--- src/hw/rtl/fcsg_pkg.sv ---
`timescale 1ns / 1ps
// ----------------------------------------------------------------------------
// fcsg_pkg
// Widths, packing constants and shared types for the filled circle span
// generator and its square root unit.
// ----------------------------------------------------------------------------
package fcsg_pkg;

    localparam int COORD_W     = 15;  // input centre coordinates
    localparam int OUT_COORD_W = 16;  // span column and row outputs
    localparam int RAD_W       = 6;   // radius and row offset
    localparam int COLOR_W     = 32;  // four 8-bit components
    localparam int WIDTH_W     = 7;   // span length, twice the half width

    // Square root datapath: operand below 2^12, running root and trial bit
    // one bit wider so that the first trial bit fits.
    localparam int SQ_W   = 12;
    localparam int ACC_W  = 13;
    localparam int ROOT_W = 6;

    localparam int S_TDATA_W = 72;
    localparam int M_TDATA_W = 88;

    // Status of the square root unit as seen by the sequencer.
    typedef struct packed {
        logic busy;
        logic done;
    } root_status_t;

endpackage

--- src/hw/rtl/fcsg_isqrt.sv ---
`timescale 1ns / 1ps
// ----------------------------------------------------------------------------
// fcsg_isqrt
// Bit-serial integer square root: one trial subtraction per cycle, two
// operand bits retired per step, floor(sqrt(operand)) after seven steps.
// ----------------------------------------------------------------------------
module fcsg_isqrt (
    input  logic                        aclk,
    input  logic                        aresetn,
    input  logic                        start,
    input  logic [fcsg_pkg::SQ_W-1:0]   operand,
    output fcsg_pkg::root_status_t      status,
    output logic [fcsg_pkg::ROOT_W-1:0] root
);
    import fcsg_pkg::*;

    localparam logic [ACC_W-1:0] BIT_INIT = ACC_W'(1) << (ACC_W - 1);

    logic [SQ_W-1:0]  rem_reg;
    logic [ACC_W-1:0] acc_reg;
    logic [ACC_W-1:0] bit_reg;
    logic             busy_reg;
    logic             done_reg;

    logic [ACC_W:0]   trial;
    logic             fits;
    logic [SQ_W-1:0]  rem_next;
    logic [ACC_W-1:0] acc_next;

    // The trial value is root plus the current bit; it is taken away from
    // the remainder only when it fits.
    always_comb begin
        trial    = {1'b0, acc_reg} + {1'b0, bit_reg};
        fits     = {{(ACC_W + 1 - SQ_W){1'b0}}, rem_reg} >= trial;
        rem_next = fits ? (rem_reg - trial[SQ_W-1:0]) : rem_reg;
        acc_next = fits ? ((acc_reg >> 1) + bit_reg) : (acc_reg >> 1);
    end

    always_ff @(posedge aclk) begin
        if (!aresetn) begin
            busy_reg <= 1'b0;
            done_reg <= 1'b0;
        end else begin
            done_reg <= 1'b0;
            if (start) begin
                busy_reg <= 1'b1;
            end else if (busy_reg && bit_reg[0]) begin
                busy_reg <= 1'b0;
                done_reg <= 1'b1;
            end
        end
    end

    always_ff @(posedge aclk) begin
        if (start) begin
            rem_reg <= operand;
            acc_reg <= '0;
            bit_reg <= BIT_INIT;
        end else if (busy_reg) begin
            rem_reg <= rem_next;
            acc_reg <= acc_next;
            bit_reg <= bit_reg >> 2;
        end
    end

    assign status.busy = busy_reg;
    assign status.done = done_reg;
    assign root        = acc_reg[ROOT_W-1:0];

endmodule

--- src/hw/rtl/filled_circle_span_generator.sv ---
`timescale 1ns / 1ps
// ----------------------------------------------------------------------------
// filled_circle_span_generator
// Turns one filled circle command into one horizontal span per row offset,
// from the middle row outwards, each span mirrored above and below.
// ----------------------------------------------------------------------------
//
// Channel   Direction  Ports                          Carries
// s_        in         s_tvalid s_tready s_tdata      one circle command item
// m_        out        m_tvalid m_tready m_tdata      one span item per row offset
//                      m_tuser m_tlast                (middle row, last span)
//
// A command is accepted only while the block is idle. Each row offset passes
// through the sequencer states in turn: start starts the square root, wait
// covers the seven root steps and sees the root finish, and load loads the
// output register once the output is free. The shared square root unit
// thus paces the rows.
// A stalled output holds the sequencer in its load state; the root for the
// next row is worked out while the previous span waits, and a new command
// is taken while the last span of the previous one still waits.
// Reset clears the sequencer, the root unit's control and the output valid;
// there is no clearing pass.
//
module filled_circle_span_generator #(
    parameter int MAX_RADIUS = 63
) (
    input  logic                           aclk,
    input  logic                           aresetn,

    input  logic                           s_tvalid,
    output logic                           s_tready,
    // center_x [14:0], center_y [29:15], radius [35:30], red [43:36],
    // green [51:44], blue [59:52], alpha [67:60], zero fill [71:68]
    input  logic [fcsg_pkg::S_TDATA_W-1:0] s_tdata,

    output logic                           m_tvalid,
    input  logic                           m_tready,
    // span_x [15:0], row_above [31:16], row_below [47:32],
    // span_width [54:48], span_red [62:55], span_green [70:63],
    // span_blue [78:71], span_alpha [86:79], zero fill [87]
    output logic [fcsg_pkg::M_TDATA_W-1:0] m_tdata,
    // middle_row [0]
    output logic                           m_tuser,
    // last_span
    output logic                           m_tlast
);
    import fcsg_pkg::*;

    localparam logic [RAD_W-1:0] RAD_LIMIT = MAX_RADIUS[RAD_W-1:0];

    // Sequencer states.
    localparam logic [1:0] ST_IDLE  = 2'd0;
    localparam logic [1:0] ST_START = 2'd1;
    localparam logic [1:0] ST_WAIT  = 2'd2;
    localparam logic [1:0] ST_LOAD  = 2'd3;

    logic [1:0]                    state_reg;
    logic [1:0]                    state_next;

    // Held command.
    logic signed [COORD_W-1:0]     cx_reg;
    logic signed [COORD_W-1:0]     cy_reg;
    logic [RAD_W-1:0]              rad_reg;
    logic [COLOR_W-1:0]            color_reg;

    // Row offset and the square root operand r*r - d*d, which is stepped
    // down by 2d + 1 as the offset advances.
    logic [RAD_W-1:0]              d_reg;
    logic [SQ_W-1:0]               n_reg;

    // Output register.
    logic                          m_valid_reg;
    logic [M_TDATA_W-1:0]          m_tdata_reg;
    logic                          m_tuser_reg;
    logic                          m_tlast_reg;

    logic                          accept;
    logic                          out_free;
    logic                          load_out;
    logic                          last_row;
    logic [RAD_W-1:0]              rad_in;
    logic [RAD_W-1:0]              rad_sat;
    logic [SQ_W-1:0]               rad_sq;

    logic [ROOT_W-1:0]             half_w;
    root_status_t                  root_status;

    logic signed [OUT_COORD_W-1:0] span_x;
    logic signed [OUT_COORD_W-1:0] row_above;
    logic signed [OUT_COORD_W-1:0] row_below;
    logic [WIDTH_W-1:0]            span_width;

    assign s_tready = (state_reg == ST_IDLE);
    assign accept   = s_tvalid && s_tready;
    assign out_free = !m_valid_reg || m_tready;
    assign load_out = (state_reg == ST_LOAD) && out_free;
    assign last_row = (d_reg == rad_reg);

    // Radius beyond the limit saturates; its square seeds the operand.
    always_comb begin
        rad_in  = s_tdata[35:30];
        rad_sat = (rad_in > RAD_LIMIT) ? RAD_LIMIT : rad_in;
        rad_sq  = SQ_W'(rad_sat) * SQ_W'(rad_sat);
    end

    fcsg_isqrt u_isqrt (
        .aclk    (aclk),
        .aresetn (aresetn),
        .start   (state_reg == ST_START),
        .operand (n_reg),
        .status  (root_status),
        .root    (half_w)
    );

    always_comb begin
        state_next = state_reg;
        case (state_reg)
            ST_IDLE: begin
                if (accept) begin
                    state_next = ST_START;
                end
            end
            ST_START: begin
                state_next = ST_WAIT;
            end
            ST_WAIT: begin
                if (root_status.done) begin
                    state_next = ST_LOAD;
                end
            end
            ST_LOAD: begin
                if (out_free) begin
                    state_next = last_row ? ST_IDLE : ST_START;
                end
            end
            default: begin
                state_next = ST_IDLE;
            end
        endcase
    end

    always_ff @(posedge aclk) begin
        if (!aresetn) begin
            state_reg <= ST_IDLE;
        end else begin
            state_reg <= state_next;
        end
    end

    // Command capture and row stepping.
    always_ff @(posedge aclk) begin
        if (accept) begin
            cx_reg    <= s_tdata[14:0];
            cy_reg    <= s_tdata[29:15];
            rad_reg   <= rad_sat;
            color_reg <= {s_tdata[43:36], s_tdata[51:44], s_tdata[59:52], s_tdata[67:60]};
            d_reg     <= '0;
            n_reg     <= rad_sq;
        end else if (load_out && !last_row) begin
            d_reg <= d_reg + RAD_W'(1);
            n_reg <= n_reg - {{(SQ_W - RAD_W - 1){1'b0}}, d_reg, 1'b1};
        end
    end

    // Span fields for the current row offset.
    always_comb begin
        span_x     = {cx_reg[COORD_W-1], cx_reg}
                     - {{(OUT_COORD_W - ROOT_W){1'b0}}, half_w};
        row_above  = {cy_reg[COORD_W-1], cy_reg}
                     - {{(OUT_COORD_W - RAD_W){1'b0}}, d_reg};
        row_below  = {cy_reg[COORD_W-1], cy_reg}
                     + {{(OUT_COORD_W - RAD_W){1'b0}}, d_reg};
        span_width = {half_w, 1'b0};
    end

    always_ff @(posedge aclk) begin
        if (!aresetn) begin
            m_valid_reg <= 1'b0;
        end else if (load_out) begin
            m_valid_reg <= 1'b1;
        end else if (m_tready) begin
            m_valid_reg <= 1'b0;
        end
    end

    always_ff @(posedge aclk) begin
        if (load_out) begin
            m_tdata_reg <= {1'b0,
                            color_reg[7:0], color_reg[15:8],
                            color_reg[23:16], color_reg[31:24],
                            span_width, row_below, row_above, span_x};
            m_tuser_reg <= (d_reg == '0);
            m_tlast_reg <= last_row;
        end
    end

    assign m_tvalid = m_valid_reg;
    assign m_tdata  = m_tdata_reg;
    assign m_tuser  = m_tuser_reg;
    assign m_tlast  = m_tlast_reg;

    // The row offset never runs past the held radius while a circle is
    // being drawn.
    a_offset_in_range: assert property (@(posedge aclk) disable iff (!aresetn)
        (state_reg != ST_IDLE) |-> (d_reg <= rad_reg))
        else $error("row offset beyond radius");

    // The root unit only finishes while the sequencer waits for it.
    a_done_in_wait: assert property (@(posedge aclk) disable iff (!aresetn)
        root_status.done |-> (state_reg == ST_WAIT))
        else $error("square root finished outside wait state");

    // The middle row span covers a single row.
    a_middle_single_row: assert property (@(posedge aclk) disable iff (!aresetn)
        (m_valid_reg && m_tuser_reg) |-> (m_tdata_reg[31:16] == m_tdata_reg[47:32]))
        else $error("middle row span with distinct rows");

    // An accepted command always starts its first root at once.
    a_accept_starts: assert property (@(posedge aclk) disable iff (!aresetn)
        accept |=> (state_reg == ST_START) && (d_reg == '0))
        else $error("command accepted without starting first row");

endmodule
--- config.mk ---
export PLATFORM = sky130hd
export DESIGN_NAME = filled_circle_span_generator
export DESIGN_NICKNAME = d
export VERILOG_FILES = /design/src/hw/rtl/fcsg_pkg.sv /design/src/hw/rtl/fcsg_isqrt.sv /design/src/hw/rtl/filled_circle_span_generator.sv
export SDC_FILE = /design/constraint.sdc
export NUM_CORES = 1
export LEC_CHECK = 0
export ABC_CLOCK_PERIOD_IN_PS = 7200
export BUFFER_PORTS_ARGS = -buffer_cell sky130_fd_sc_hd__buf_4
export CAP_MARGIN = 10
export CORE_MARGIN = 2
export CORE_UTILIZATION = 35
export DETAILED_ROUTE_END_ITERATION = 7
export GPL_TIMING_DRIVEN = 1
export SETUP_SLACK_MARGIN = 0.4
export SLEW_MARGIN = 20
export SYNTH_ARGS = -nofsm -noshare
export SYNTH_HDL_FRONTEND = slang
export SYNTH_SLANG_ARGS = --single-unit
--- constraint.sdc ---
create_clock -name aclk -period 7.2 [get_ports aclk]
set_input_delay 1.44 -clock aclk [delete_from_list [all_inputs] [get_ports aclk]]
set_output_delay 1.44 -clock aclk [all_outputs]
set_load 0.01 [all_outputs]
After elaboration in Yosys (flattened, before gate mapping)
Cells that the tools add are included.

word-level totals
  flip-flop bits (word level) = 211
  output and inout port bits = 92

operators by class
  bitwise logic cells = 1
  reductions and logical operators = 17
  add/sub/neg operators = 8
  eq/ne operators = 7
  mux-type cells = 17
  magnitude comparators = 2
  multipliers = 1

operator list
  kind                   number
  $mux W12               5
  $sub A15 B7 Y16        2
  $add A15 B7 Y16        1
  $add A13 B13 Y14       1
  $ge A12 B14 Y1         1
  $add A12 B13 Y13       1
  $mux W13               1
  $mul A6 B6 Y12         1
  $sub A12 B12 Y12       1
  $sub A12 B7 Y12        1
  $reduce_bool A2 Y1     5
  $pmux W2 S4            1
  $add A6 B1 Y6 const B  1
  $eq A6 B6 Y1           1
  $gt A6 B6 Y1 const B   1
  $logic_not A6 Y1       1
  $mux W1                6
  $mux W2                3
  $mux W6                1
  $eq A2 B2 Y1 const B   2
  $logic_and A1 B1 Y1    4
  $ne A2 B1 Y1 const B   2
  $reduce_and A3 Y1      1
  $eq A2 B1 Y1 const B   1
  other kinds (7)        8

Longest topological paths before layout
Gate-level depths: netlist (run 1).

  depth in word-level cells = 6
  mapped depth = 16
  mapped depth without buffers = 14

By module
From an unflattened synthesis (run 1), not the netlist that was laid out.

unflattened totals
  cells, all modules = 882
  area total of the unflattened synthesis = 10737.8 um^2

by module, submodules not included
  module                        cells an instance  seq. area each (um^2)  instances  area an instance (um^2)
  filled_circle_span_generator  584                5195.0                 1          8126.5
  fcsg_isqrt                    298                800.8                  1          2611.3

Least setup slack after synthesis (run 1)
OpenSTA, ideal clock, no wires.

  path type = input -> register
  start point = in m_tready
  end point = reg n_reg[0] (enable)
  arrival = 6347 ps
  required time = 6879 ps
  slack = 532 ps
  path buffers = 1
  stages = 5
  cell sequence = nor2b_1 -> nor2b_1 -> and2_1 -> clkbuf_1 -> or2_2

on the way
  cells in the longest elaborated chain, start to end = 4

ends and longest elaborated chain
  element                       line                                 text
  start, declared               filled_circle_span_generator.sv:37   input logic m_tready,
  $logic_or A1 B1 Y1            filled_circle_span_generator.sv:95   assign out_free = !m_valid_reg || m_tready;
  $logic_and A1 B1 Y1           filled_circle_span_generator.sv:96   assign load_out = (state_reg == ST_LOAD) && out_free;
  named net load_out            filled_circle_span_generator.sv:79   logic load_out;
  $logic_and A1 B1 Y1           filled_circle_span_generator.sv:159  end else if (load_out && !last_row) begin
  $reduce_bool A2 Y1 (no line)  -
  end signal, assigned          filled_circle_span_generator.sv:158  n_reg <= rad_sq;
  end signal, assigned          filled_circle_span_generator.sv:161  n_reg <= n_reg - {{(SQ_W - RAD_W - 1){1'b0}}, d_reg, 1'b1};
  end, declared                 filled_circle_span_generator.sv:69   logic [SQ_W-1:0] n_reg;

The timed path passes the listed nets, and every way through them passes these cells.
A chain may end at the register's enable or synchronous reset.

Final worst setup path (run 1)
  start point = in s_tdata[30] (netlist name)
  end point = reg n_reg[11] (data pin)

on the way
  cells in the longest elaborated chain, start to end = 4

ends and longest elaborated chain
  element           line                                 text
  start, declared   filled_circle_span_generator.sv:34   input logic [fcsg_pkg::S_TDATA_W-1:0] s_tdata,
  $gt A6 B6 Y1      filled_circle_span_generator.sv:102  rad_sat = (rad_in > RAD_LIMIT) ? RAD_LIMIT : rad_in;
  $mux W6 *         filled_circle_span_generator.sv:102
  $mul A6 B6 Y12 *  filled_circle_span_generator.sv:103  rad_sq = SQ_W'(rad_sat) * SQ_W'(rad_sat);
  $mux W12 *        filled_circle_span_generator.sv:152  if (accept) begin

Every way passes the cells marked *; elsewhere a longest branch is shown, timed or not.

==> run metrics, run 1 <==
run status=finished clean; worst slew pin tran=0.9401 ns; CTS Buf Count=23; nets=1,162; IO Pins=roughly 170; Synth Area per Inst=12.33 um2; drt total wl=21.44 mm; Post-synth EDFFs=between 150 and 200; setup bufs post-CTS=0; Worst Setup SP=s_tdata[30]; Tcrit/Tclk final=65.86%; area delta synth->final=21.79%; FF-to-FF path depth=12; R2R Setup Slk=3.13 ns; Synth Area in XOR/XNOR=7.088%; sequential element share of the synthesized area=57.76%; ranking of synthesized cells by area=edfxtp_1 52%, ha_1 8.3%, dfxtp_1 6.0%; routed wire length per instance=15.20 um; Root Driver=clkbuf_16; core area=29,400 um2; Via density=roughly 4.7; Synth async-reset ratio=0%; top cell type's share of synthesized area=around half; main combinational cell family by area after synthesis=adder cells; RSZ-0062 raised after global routing=false; initial antenna violation count=1; TNS Setup=0 ns; TritonCTS clock tree=done; f_max=210.9 MHz; DR DRC count=0; DP Wirelength=about 16 mm; P_leak=a little under 5 nW; max reg flops=85; worst-case clock buffer depth=3; DR iter-0 viols=396; adder-cell share of the synthesized area=10.63%; H-tree levels=1; PD cells=about 380 nW/um2; Die H=176.2 um; Synth Area in Compound Gates=under 10%; Fin. Hold Viols=0; max-capacitance violation count=0; Clk pin slew, worst setup/hold paths=0.06 ns; Synth Flop Type=edfxtp_1; Synth Register Bits=210; Yosys warning total=0; CTS sink count=210; final setup vio count=0; minimum clock period=~4.7 ns; Hold Path Class=reg2reg; multiplexer share of the synthesized area=1.471%; PostCTS Resize Cnt=0; Slew HR=between 30% and 40%; vias in the first global route=6,306; GPL Wtd Cong=0.7814; Synth cell types=64; post-layout util=43.00%; number of placement rows=63; count of input and output buffers=161; TritonRoute pass-1 iters=4; Data arrival, critical path=4.96 ns; Fill cells=about 2,700; Critical Path RT=~7.4 ns; Final ANT Viol Nets=0; hold buffer count at cts=0; Fin Clk Skew=0.02016 ns; first-pass GRT wire length=33.62 mm; Starting Density=a little over a third; Mapped Cells=842; hold depth=0; Max Slew Vio Count=0; worst setup path category=in2reg; Die ar.=~31,000 um2; HP Start=color_reg[5]; WHS Endpoint=m_tdata[84]; FF-to-FF Start=u_isqrt.acc_reg[2]; CP max FO=8; Setup crit start kind=input port; clock latency on the worst-skew pair=0.51 ns; chip width=176.2 um; CP Capture Type=register; # diodes=0; largest net degree at the start of global routing=65; Yosys top cell by area=edfxtp_1; Worst R2R End=u_isqrt.rem_reg[4]; vias=6,585; Simple-Gate Fraction of Synth Area=approximately a tenth; Worst VDD drop=0.1609 mV; global route overflow=0; synthesized area=10,380 um2; gr usage total=13.54%; layout cells sized above 1=20.47%
through the flow:
stage | setup WS (ns) | cell area, um2 | hold slack (ns) | power, mW | instances
2_1_floorplan | 0.5316 | 10380 | 0.4003 | 3.350 | 843
3_3_place_gp | 1.932 | 11980 | 0.4002 | 3.784 | 1370
3_5_place_dp | 1.891 | 11990 | 0.4045 | 3.821 | 1370
4_1_cts | 2.420 | 12640 | 0.3992 | 4.880 | 1411
5_1_grt | 2.171 | 12640 | 0.4173 | 5.195 | 1411
6_report | 2.458 | 12640 | 0.4049 | 4.829 | 1411
kinds of logic (layout without fill, tap and decap cells):
logic type / Yosys count / in the layout
AO/OA/AOI/OAI: 146 / 146
XOR/XNOR: 84 / 84
adder cells (fa/ha/maj): 81 / 81
buffers and inverters: 88 / 266
flip-flops: 210 / 210
multiplexers: 15 / 15
other: 1 / 2
AND/OR/NAND/NOR: 217 / 217
Yosys cell counts (6+ instances only):
master / n
o21ai_0: 28
mux2i_1: 13
fa_1: 12
nor2_1: 59
o21a_1: 9
xor2_1: 36
nor4_1: 10
o21ai_1: 7
nand4_1: 6
dfxtp_1: 31
or4_1: 6
and2_1: 15
a31oi_1: 10
inv_1: 59
nand2b_1: 7
ha_1: 69
xnor2_1: 48
edfxtp_1: 179
nor3_1: 12
o21bai_1: 12
and3_1: 6
nand3_1: 15
a21o_1: 11
a211oi_1: 7
clkbuf_1: 19
a21oi_1: 31
nand2_1: 56
nor2b_1: 11
how the worst max path moves through the flow:
stage	to	cells after the start
after floorplan	n_reg[0]	5
after global placement	n_reg[11]	15
after detailed placement	n_reg[11]	15
after CTS	n_reg[11]	15
after global routing	n_reg[11]	15
final	n_reg[11]	15
where the power goes:
part | internal (mW) | total, mW | leakage, nW | switching, mW
registers | 1.77 | 1.99 | 1.92 | 0.219
logic | 0.760 | 1.80 | 2.74 | 1.04
clock network | 0.586 | 1.04 | 0.315 | 0.452
critical path, stage by stage:
cell and delay, ns:
buf_4 0.14, and2_1 0.17, fa_1 0.54, inv_1 0.07
fa_1 0.50, fa_1 0.54, inv_1 0.04, ha_1 0.32
a21o_1 0.18, a21oi_1 0.21, nor2_1 0.07, a211oi_1 0.31
o21ai_0 0.17, xor2_1 0.17, mux2i_1 0.08
layout make-up:
cell class	count	area (um2)	share of cell area, %
clock inverters	11	52.55	0.4157
well taps	390	488.0	3.860
clock buffers	30	601.8	4.760
inverters	61	230.2	1.821
repair buffers	164	1231	9.739
multi-input cells	545	4043	31.98
flip-flops and latches	210	5996	47.43
layout by cell type, fill, tap and decap left out, types with 11 or more instances in the layout:
| cell | Yosys | final |
|---|---|---|
| dfxtp_1 | 31 | 31 |
| edfxtp_1 | 179 | 179 |
| inv_1 | 59 | 59 |
| buf_4 | 3 | 164 |
| a21o_1 | 11 | 11 |
| ha_1 | 69 | 69 |
| nor3_1 | 12 | 12 |
| xnor2_1 | 48 | 48 |
| a21oi_1 | 31 | 31 |
| o21bai_1 | 12 | 11 |
| o21ai_0 | 28 | 28 |
| xor2_1 | 36 | 36 |
| mux2i_1 | 13 | 13 |
| and2_1 | 15 | 15 |
| nor2_1 | 59 | 59 |
| clkbuf_16 | 0 | 23 |
| nand3_1 | 15 | 15 |
| nand2_1 | 56 | 56 |
| fa_1 | 12 | 12 |
metal layers:
metal | vias to the layer above | track usage, % | part of all wire, %
li1 | 3355 | - | -
met1 | 3072 | 18.40 | 46
met2 | 132 | 23.07 | 47
met5 | - | 0 | 0
met4 | 0 | 2.893 | 1.8
met3 | 26 | 1.960 | 4.9
No activity file was read; power rests on OpenSTA's default activity.
==> run 2: changes to the inputs <==
--- a/config.mk
+++ b/config.mk
@@ -5,7 +5,7 @@
 export SDC_FILE = /design/constraint.sdc
 export NUM_CORES = 1
 export LEC_CHECK = 0
-export ABC_CLOCK_PERIOD_IN_PS = 7200
+export ABC_CLOCK_PERIOD_IN_PS = 3800
 export BUFFER_PORTS_ARGS = -buffer_cell sky130_fd_sc_hd__buf_4
 export CAP_MARGIN = 10
 export CORE_MARGIN = 2
==> constraint.sdc (replaced) <==
create_clock -name aclk -period 3.8 [get_ports aclk]
set_input_delay 0.76 -clock aclk [delete_from_list [all_inputs] [get_ports aclk]]
set_output_delay 0.76 -clock aclk [all_outputs]
set_load 0.01 [all_outputs]
==> run 2 against run 1 <==
Effect of this change:
- cell count increased by 2.1%
- wire length grew 2.2%
- sequential cell count unchanged
- non-clock buffer count increased by 28
- total power is 100% higher
==> run metrics, run 2 (synthesis results as in run 1) <==
run status=finished clean; Setup crit start kind=input port; max incr delay on CP=0.54 ns; DR DRC count=0; slowest CP cell=fa_1; Die ar.=between 30,000 and 40,000 um2; Slew HR=55.60%; hold buffer count at cts=0; final setup vio count=0; DR iter-0 viols=321; initial antenna violation count=0; post-route cell area=13,140 um2; commonest non-fill, non-tap cell in the layout=buf_4; CP most frequent cell=fa_1; clock latency on the worst-skew pair=0.50 ns; GPL Wtd Cong=0.7968; commonest cells after routing, fill and taps aside=188 x buf_4, 179 x edfxtp_1, 62 x ha_1, 59 x nor2_1, 57 x inv_1; vias in the first global route=around 6,500; CP Capture Type=register; Data arrival, critical path=3.78 ns; PD cells=741.9 nW/um2; post-layout util=44.70%; Worst VDD drop=0.3573 mV; area delta synth->final=26.63%; WHS=0.4144 ns; Fin. Hold Viols=0; cell family with most CP delay=adder cells; Fin Clk Skew=just under 0.008 ns; H-tree levels=1; nets=1,190; Critical Path RT=4.03 ns; Root Driver=clkbuf_16; core area=around 29,000 um2; Starting Density=35.30%; CTS Buf Count=23; TritonRoute pass-1 iters=5; gr usage total=13.96%; # diodes=0; P_leak=5.170 nW; TritonCTS clock tree=done; Tcrit/Tclk final=93.45%; CP max FO=3; Die H=176.2 um; layout cells sized above 1=25.33%; Hold Path Class=reg2reg; count of input and output buffers=161; worst-case clock buffer depth=3; max-capacitance violation count=0; chip width=176.2 um; vias=6,749; routed wire length per instance=approximately 15 um; drt total wl=21.92 mm; global route overflow=0; number of placement rows=between 60 and 70; Cells after DPL=1,393; DP Area=12,240 um2; max reg flops=85; Final ANT Viol Nets=0; Via density=4.687; worst setup path category=in2reg; Max Slew Vio Count=0; Clk pin slew, worst setup/hold paths=roughly 0.060 ns; f_max=281.6 MHz; IO Pins=roughly 170; first-pass GRT wire length=34.68 mm; RSZ-0062 raised after global routing=true; Cell Count, Final, Fillers Out=around 1,400; largest net degree at the start of global routing=between 40 and 50; DP Wirelength=16.15 mm; minimum clock period=roughly 3.6 ns; worst path cell trace=buf_6, and2_4, fa_1, inv_2, fa_1, fa_1, inv_2, ha_4, a31o_4, a21o_1, a21o_1, a31oi_2, xor2_1, mux2i_1; WP buf/inv=3; CTS sink count=210; worst slew pin tran=between 0.6 and 0.7 ns
-- run 2: through the flow --
stage / setup WS (ns) / total power, mW / setup TNS, ns
after floorplan: -0.1423 / 6.372 / -0.2900
after global placement: -0.2554 / 7.382 / -0.8648
after detailed placement: -0.3209 / 7.460 / -1.046
after CTS: 0.2514 / 9.747 / 0
after global routing: 0.1565 / 10.47 / 0
final: 0.2490 / 9.751 / 0
-- run 2: worst paths after layout --
check | to | startpoint | slack [ns] | cells past startpoint
max | n_reg[10] | s_tdata[30] | 0.25 | 14
min | m_tdata[70] | color_reg[23] | 0.41 | 0
max reg2reg | u_isqrt.acc_reg[7] | u_isqrt.acc_reg[6] | 0.55 | 13
min reg2reg | m_tdata[70] | color_reg[23] | 0.41 | 0
-- run 2: worst register-to-register path, stage by stage, from the launching register on --
cell	delay [ns]
dfxtp_2	0.37
ha_4	0.32
nand4_4	0.13
o21ai_2	0.22
and3_1	0.20
o21ai_2	0.06
xor2_1	0.17
ha_2	0.36
o21ai_0	0.09
a221o_1	0.37
a21oi_4	0.21
nand2_8	0.11
or4_1	0.52
nand3_1	0.07
-- run 2: power breakdown --
part           switching (mW)  total, mW  internal, mW
Combinational            2.14       3.81          1.67
Sequential              0.374       3.73          3.36
Clock                   0.894       2.21          1.31
-- run 2: timing repair --
item | CTS | global route
pin swaps | 7 | 12
setup buffers | 1 | 4
gates cloned | 0 | 0
setup endpoints to repair | 21 | 29
gates resized for setup | 7 | 18
-- run 2: metal layers --
layer / GRT usage, % / vias up / wire length (um)
met5: 0 / - / 0
met4: 4.167 / 0 / 561
met2: 22.89 / 146 / 10340
met3: 2.046 / 36 / 914
met1: 19.22 / 3157 / 10100
li1: - / 3410 / -
-- run 2: cell type report --
cell class	instances	area (um2)
fill	2673	16260
sequential	210	6002
multi-input combinational	545	4205
timing repair buffer	192	1474
clock buffer	26	586.8
tap	390	488.0
inverter	61	230.2
clock inverter	16	157.7
